## src/design/phlr_pkg.sv

```systemverilog
`timescale 1ns / 1ps

package phlr_pkg;

	// bytes covered by the hash
	localparam int unsigned POOL_BYTES = 256;
	// bytes reachable by the write index (index is 6 bits)
	localparam int unsigned IDX_W      = 6;
	localparam int unsigned MEM_DEPTH  = 1 << IDX_W;
	localparam int unsigned CNT_W      = $clog2(POOL_BYTES);

	localparam logic [31:0] HASH_PRIME = 32'd16777619;
	localparam logic [31:0] MIX_MUL    = 32'h41c6_4e6d;
	localparam logic [31:0] MIX_ADD    = 32'h0000_3039;

	localparam logic MODE_DRAW = 1'b0;
	localparam logic MODE_SEED = 1'b1;

	typedef struct packed {
		logic start;   // load hash basis, clear byte counter
		logic seed;    // load lcg state from seed_value
		logic step;    // read pool byte at counter, fold into hash next cycle
		logic mix;     // step the lcg
		logic write;   // update pool, index and output register
	} phlr_cmd_t;

	typedef struct packed {
		logic last;      // counter is on the final pool byte
		logic out_busy;  // result register holds a beat not yet taken
	} phlr_sts_t;

endpackage

```

## src/design/phlr_ctrl.sv

```systemverilog
`timescale 1ns / 1ps

module phlr_ctrl (
	input  logic              clk,
	input  logic              arst_n,
	input  logic              s_tvalid,
	input  logic              s_tuser,
	output logic              s_tready,
	input  phlr_pkg::phlr_sts_t sts,
	output phlr_pkg::phlr_cmd_t cmd
);

	typedef enum logic [1:0] {
		ST_IDLE,
		ST_HASH,
		ST_MIX,
		ST_WRITE
	} state_t;

	state_t state_q;
	logic   accept;

	assign s_tready = (state_q == ST_IDLE);
	assign accept   = s_tvalid && s_tready;

	always_comb begin
		cmd        = '0;
		cmd.start  = accept && (s_tuser == phlr_pkg::MODE_DRAW);
		cmd.seed   = accept && (s_tuser == phlr_pkg::MODE_SEED);
		cmd.step   = (state_q == ST_HASH);
		cmd.mix    = (state_q == ST_MIX);
		cmd.write  = (state_q == ST_WRITE) && !sts.out_busy;
	end

	always_ff @(posedge clk or negedge arst_n) begin
		if (!arst_n) begin
			state_q <= ST_IDLE;
		end else begin
			unique case (state_q)
				ST_IDLE: begin
					if (accept && (s_tuser == phlr_pkg::MODE_DRAW)) begin
						state_q <= ST_HASH;
					end
				end
				ST_HASH: begin
					if (sts.last) begin
						state_q <= ST_MIX;
					end
				end
				ST_MIX: begin
					state_q <= ST_WRITE;
				end
				ST_WRITE: begin
					if (!sts.out_busy) begin
						state_q <= ST_IDLE;
					end
				end
				default: begin
					state_q <= ST_IDLE;
				end
			endcase
		end
	end

endmodule

```

## src/design/phlr_dp.sv

```systemverilog
`timescale 1ns / 1ps

module phlr_dp (
	input  logic                clk,
	input  logic                arst_n,
	input  phlr_pkg::phlr_cmd_t cmd,
	output phlr_pkg::phlr_sts_t sts,
	input  logic [31:0]         entropy,
	input  logic [31:0]         seed_value,
	output logic                m_tvalid,
	input  logic                m_tready,
	output logic [31:0]         m_tdata
);

	logic [7:0]                   mem [phlr_pkg::MEM_DEPTH];
	logic [phlr_pkg::MEM_DEPTH-1:0] vld_q;

	logic [phlr_pkg::CNT_W-1:0] cnt_q;
	logic [phlr_pkg::IDX_W-1:0] widx_q;
	logic [31:0]                hash_q;
	logic [31:0]                ent_q;
	logic [31:0]                lcg_q;
	logic [31:0]                word_q;
	logic                       out_vld_q;

	logic [phlr_pkg::IDX_W-1:0] rd_addr;
	logic                       rd_live;
	logic [7:0]                 rd_s1;
	logic                       zero_s1;
	logic                       step_s1;
	logic [7:0]                 byte_s1;
	logic [31:0]                lcg_base;
	logic [31:0]                word;

	// bytes beyond the writable window and never-written bytes read as zero
	assign rd_addr = cmd.step ? cnt_q[phlr_pkg::IDX_W-1:0] : widx_q;
	assign rd_live = cmd.step
		? ((cnt_q >> phlr_pkg::IDX_W) == '0) && vld_q[rd_addr]
		: vld_q[rd_addr];
	assign byte_s1  = zero_s1 ? 8'h00 : rd_s1;
	assign lcg_base = (lcg_q == 32'd0) ? ent_q : lcg_q;
	assign word     = hash_q ^ lcg_q;

	assign sts.last     = (cnt_q == phlr_pkg::CNT_W'(phlr_pkg::POOL_BYTES - 1));
	assign sts.out_busy = out_vld_q && !m_tready;

	assign m_tvalid = out_vld_q;
	assign m_tdata  = word_q;

	always_ff @(posedge clk) begin
		rd_s1 <= mem[rd_addr];
		if (cmd.write) begin
			mem[widx_q] <= byte_s1 ^ word[7:0];
		end
	end

	always_ff @(posedge clk) begin
		zero_s1 <= !rd_live;
		if (cmd.start) begin
			hash_q <= entropy;
			ent_q  <= entropy;
		end else if (step_s1) begin
			hash_q <= (hash_q ^ {24'd0, byte_s1}) * phlr_pkg::HASH_PRIME;
		end
		if (cmd.write) begin
			word_q <= word;
		end
	end

	always_ff @(posedge clk or negedge arst_n) begin
		if (!arst_n) begin
			vld_q     <= '0;
			cnt_q     <= '0;
			widx_q    <= '0;
			lcg_q     <= '0;
			step_s1   <= 1'b0;
			out_vld_q <= 1'b0;
		end else begin
			step_s1 <= cmd.step;
			if (cmd.start) begin
				cnt_q <= '0;
			end else if (cmd.step) begin
				cnt_q <= cnt_q + 1'b1;
			end
			if (cmd.seed) begin
				lcg_q <= seed_value;
			end else if (cmd.mix) begin
				lcg_q <= lcg_base * phlr_pkg::MIX_MUL + phlr_pkg::MIX_ADD;
			end
			if (cmd.write) begin
				vld_q[widx_q] <= 1'b1;
				widx_q        <= word[phlr_pkg::IDX_W-1:0];
				out_vld_q     <= 1'b1;
			end else if (m_tready) begin
				out_vld_q <= 1'b0;
			end
		end
	end

endmodule

```

## src/design/pooled_hash_lcg_random_core.sv

```systemverilog
`timescale 1ns / 1ps

// Random-word generator: FNV-1a hash over a byte pool, XORed with an LCG.
// Input channel s_*: tuser is the request kind (0 draw, 1 seed load);
// tdata carries entropy and seed_value. Output channel m_*: one 32-bit
// random word per draw, none per seed load.
// A seed load does not leave the idle state, so s_tready stays high.
// A draw first folds the pool bytes into the hash (one dependent multiply
// per byte, one pool read per cycle), then steps the LCG and reads the
// byte at the write index, then updates that byte and loads the result.
// s_tready is high only while no draw is in progress, so the next request
// is taken the cycle after the result loads.
// The result sits in an output register; a new request is accepted while
// it waits. If the receiver still stalls when the next draw finishes, the
// block holds in its last cycle until the register frees.
// Reset clears the LCG state, the write index and the pool (through per-byte
// valid bits, no clearing pass), and drops m_tvalid.
module pooled_hash_lcg_random_core (
	input  logic        clk,
	input  logic        arst_n,
	input  logic        s_tvalid,
	output logic        s_tready,
	input  logic [63:0] s_tdata,   // [31:0] entropy, [63:32] seed_value
	input  logic        s_tuser,   // [0] mode
	output logic        m_tvalid,
	input  logic        m_tready,
	output logic [31:0] m_tdata    // [31:0] random_word
);

	phlr_pkg::phlr_cmd_t cmd;
	phlr_pkg::phlr_sts_t sts;

	phlr_ctrl u_ctrl (
		.clk      (clk),
		.arst_n   (arst_n),
		.s_tvalid (s_tvalid),
		.s_tuser  (s_tuser),
		.s_tready (s_tready),
		.sts      (sts),
		.cmd      (cmd)
	);

	phlr_dp u_dp (
		.clk        (clk),
		.arst_n     (arst_n),
		.cmd        (cmd),
		.sts        (sts),
		.entropy    (s_tdata[31:0]),
		.seed_value (s_tdata[63:32]),
		.m_tvalid   (m_tvalid),
		.m_tready   (m_tready),
		.m_tdata    (m_tdata)
	);

endmodule

```

## config.mk

```make
export PLATFORM = sky130hd
export DESIGN_NAME = pooled_hash_lcg_random_core
export DESIGN_NICKNAME = d
export VERILOG_FILES = /design/src/design/phlr_pkg.sv /design/src/design/phlr_ctrl.sv /design/src/design/phlr_dp.sv /design/src/design/pooled_hash_lcg_random_core.sv
export SDC_FILE = /design/constraint.sdc
export NUM_CORES = 2
export LEC_CHECK = 0
export BUFFER_PORTS_ARGS = -buffer_cell sky130_fd_sc_hd__clkbuf_2
export CORE_MARGIN = 2
export CORE_UTILIZATION = 35
export CTS_BUF_LIST = sky130_fd_sc_hd__clkbuf_4 sky130_fd_sc_hd__clkbuf_8
export CTS_CLUSTER_DIAMETER = 200
export CTS_CLUSTER_SIZE = 24
export DETAILED_ROUTE_END_ITERATION = 10
export HOLD_SLACK_MARGIN = 0.15
export SETUP_SLACK_MARGIN = 0.02
export SYNTH_ARGS = -nofsm -noshare
export SYNTH_HDL_FRONTEND = slang
export SYNTH_SLANG_ARGS = --single-unit
```

## constraint.sdc

```tcl
create_clock -name clk -period 8.1 [get_ports clk]
set_clock_uncertainty 0.1 [all_clocks]
set_input_delay 1.62 -clock clk [delete_from_list [all_inputs] [get_ports clk]]
set_output_delay 1.62 -clock clk [all_outputs]
set_load 0.05 [all_outputs]
```

==> flow_summary.json <==
{
  "status": "complete, no violations",
  "first_iter_violations": 2245,
  "cts-resized-gates": 0,
  "numClockSinks": 731,
  "ys_ff_latch": 731,
  "ff_to_ff_end": "u_dp.lcg_q[31]",
  "mostFrequentLayoutCell": "edfxtp_1",
  "post_synth_fa_ha_maj_area_fraction": 0.229,
  "synth_compound_gate_area_share": 0.0551,
  "grt_setup_unrepaired": "no",
  "maxClockFrequency_mhz": 129,
  "post_cts.repair.setup_buffers": 0,
  "detail_route.wirelength_um": 112000,
  "fillCellCount": 11820,
  "hpwlAfterDp_um": 82400,
  "setup.worst_path.start": "u_dp.lcg_q[12]",
  "synth.yosys.warnings": 0,
  "fin_nets": 4145,
  "synth.lib_cells_used.distinct": 64,
  "fraction_of_layout_instances_using_a_drive_strength_above_1": 0.154,
  "path_class": "flop to flop",
  "worst-r2r-cell-count": 27,
  "tightestPinTransition_ps": 982,
  "post_drt_wl_per_cell_um": 22.0,
  "crit_path_end": "u_dp.lcg_q[31]",
  "root_buffer": "clkbuf_8",
  "drt_pass1_iterations": 5,
  "finalHoldWorstSlack_ps": 377,
  "fp-row-count": 129,
  "place.gp.congestion": 0.934,
  "hold_viol_final": 0,
  "worst_hold_path_type": "flop to flop",
  "layout_common_cells": "608 x edfxtp_1, 589 x inv_1, 394 x ha_1, 254 x fa_1, 168 x nand2_1",
  "port_buffers": 102,
  "drc_errors": 0,
  "cts-root-to-sink-buffers": 3,
  "grt_overflow_total": 0,
  "synth.net_count": 3993,
  "synth_xor_area_frac": 0.0302,
  "synth.cell_area_sq_mm": 0.0438,
  "number_of_vias_per_cell": 5.03,
  "postRouteAntennaNets": 0,
  "via_count_of_the_first_global_routing_pass": 26175,
  "synth_seq_area_share": 0.486,
  "grt_pass1_wl_um": 167000,
  "cp_data_arrival_time_ps": 8280,
  "count_of_flip_flops_with_a_built_in_enable_after_synthesis": 608,
  "finalWorstPathRequiredPeriod_ps": 7750,
  "grt_max_degree": 85,
  "worstReg2RegStart": "u_dp.lcg_q[12]",
  "cap_violations": 0,
  "cts-buffers-inserted": 36,
  "data_required_critical_path_ps": 8630,
  "end_kind": "flop",
  "final_clock_period_utilization_by_the_worst_path": 0.957,
  "groute.usage.overall": 0.175,
  "timing.critical_path.fanout_max": 9,
  "synth_mux_area_frac": 0.0831,
  "routed-via-count": 25598,
  "ctsHoldBuffers": 0,
  "relSlewSlack": 0.343,
  "postSynth.asyncResetShare": 0.156,
  "synthFlopType": "edfxtp_1",
  "cts_tree": "yes",
  "timing.critical_path.from_type": "flop",
  "maxSlewViolCount": 0,
  "final-setup-viol-count": 0,
  "number_of_antenna_violations_at_the_first_check_in_global_routing": 2,
  "synth_cells": 3275,
  "timing.setup.tns_ps": 0,
  "floorplan.die.width_um": 358,
  "synth_top_family_by_area": "adder cells",
  "clk-insertion-delay-late_ps": 710,
  "core_area_sq_mm": 0.124,
  "die_area_sq_mm": 0.128,
  "cts-htree-levels": 2,
  "final_util": 0.384,
  "die_extent_in_y_um": 358,
  "start_util": 0.353,
  "clk_pin_slew_worst_paths_ps": 180,
  "floorplan.io_pins": 103,
  "r2r_slack_ps": 350,
  "relative_area_change_from_synthesis_to_final_layout_pct": 8.85,
  "yosys.area_share.simple": 0.0557,
  "mean_cell_area_of_the_mapped_netlist_sq_um": 13.4
}
[layer usage]
layer / GRT usage / vias up / part of all wire
li1: - / 11648 / -
met1: 0.249 / 13000 / 0.45
met2: 0.282 / 808 / 0.46
met3: 0.0225 / 142 / 0.065
met4: 0.0491 / 0 / 0.030
met5: 0 / - / 0
[registers in the layout (all words and copies together) (netlist names)]
signal	cells
u_dp.hash_q	32
u_dp.mem	512
u_dp.vld_q	64
u_dp.m_tdata	32
u_dp.rd_s1	8
u_ctrl.state_q	2
u_dp.lcg_q	32
u_dp.zero_s1	1
u_dp.m_tvalid	1
u_dp.cnt_q	8
u_dp.widx_q	6
u_dp.ent_q	32
u_dp.step_s1	1
[synthesized netlist by cell type (all sizes together) (2+ instances only)]
master | n | area (sq um)
ha | 395 | 4940
o2111ai | 3 | 26.3
nand2 | 168 | 631
xor2 | 70 | 613
mux2i | 29 | 303
a21oi | 105 | 544
o22ai | 2 | 12.5
xnor3 | 2 | 45.0
edfxtp | 608 | 18300
o21ai | 64 | 320
nor2b | 11 | 68.8
o22a | 2 | 17.5
fa | 254 | 5080
nor3 | 11 | 55.1
buf | 31 | 184
dfxtp | 9 | 180
and3 | 13 | 81.3
nand2b | 13 | 81.3
or2 | 71 | 444
mux4 | 144 | 3240
nand4 | 9 | 56.3
a311oi | 23 | 201
a211oi | 53 | 398
nand3 | 17 | 85.1
a21o | 40 | 300
and2 | 45 | 284
a221oi | 2 | 23.8
nand3b | 3 | 22.5
xnor2 | 75 | 664
inv | 591 | 2220
dfrtp | 114 | 2850
and4 | 2 | 17.5
nor4 | 10 | 62.6
a31o | 5 | 43.8
nor2 | 131 | 492
a21boi | 4 | 30.0
clkbuf | 61 | 229
o211ai | 6 | 45.0
a31oi | 31 | 194
mux2 | 8 | 90.1
o21bai | 11 | 82.6
o21a | 5 | 37.5
or3 | 8 | 50.1
o31ai | 6 | 45.0
[worst max-delay path: stages (launching register included)]
cell and delay, ps:
dfrtp_1 480, nor4_2 80, buf_4 140, and4_1 190
and2_4 210, buf_4 170, a21oi_1 440, inv_1 180
ha_1 380, fa_1 490, fa_1 550, inv_1 50
fa_1 500, inv_1 60, fa_1 530, inv_1 50
fa_1 510, fa_1 430, fa_1 400, xnor2_1 150
xnor2_1 240, xnor2_1 170, xnor2_1 170, xnor3_1 350
xnor3_1 290, a21o_1 110, a31oi_1 80, a21o_1 190
[area by class of cell]
cell class / count / area [sq um] / share of cell area
Clock buffer: 62 / 691 / 0.0145
Sequential cell: 731 / 21300 / 0.447
Clock inverter: 4 / 57.6 / 0.00121
Tap cell: 1637 / 2050 / 0.0430
Inverter: 592 / 2230 / 0.0467
Timing Repair Buffer: 206 / 1320 / 0.0278
Antenna cell: 2 / 5.00 / 0.000105
Multi-Input combinational cell: 1860 / 20000 / 0.420
[metrics by stage]
stage	setup WS, ps	instances	instance area [sq um]
2_1_floorplan	390	3275	43800
3_3_place_gp	421	5026	46900
3_5_place_dp	363	5026	46900
4_1_cts	347	5092	47600
5_1_grt	26.2	5094	47600
6_report	347	5094	47600
[logic make-up (layout without fill, tap and decap cells)]
logic type,Yosys count,in the layout
AND/OR/NAND/NOR,513,513
buffers and inverters,684,864
multiplexers,181,181
XOR/XNOR,147,147
other,0,2
AO/OA/AOI/OAI,370,370
flip-flops,731,731
adder cells (fa/ha/maj),649,649
[worst min-delay path by stage]
stage                              start             end  slack [ps]  cells after the start
final                     u_dp.vld_q[44]  u_dp.vld_q[44]         380                      1
after global routing      u_dp.vld_q[44]  u_dp.vld_q[44]         390                      1
after CTS                 u_dp.vld_q[41]  u_dp.vld_q[41]         380                      1
after detailed placement  u_dp.vld_q[41]  u_dp.vld_q[41]         350                      1
after global placement    u_dp.vld_q[36]  u_dp.vld_q[36]         340                      1
after floorplan           u_dp.vld_q[13]  u_dp.vld_q[13]         330                      1
Power is not shown: default switching activity piles up to over one toggle a cycle in this logic, so the estimate is an artifact.
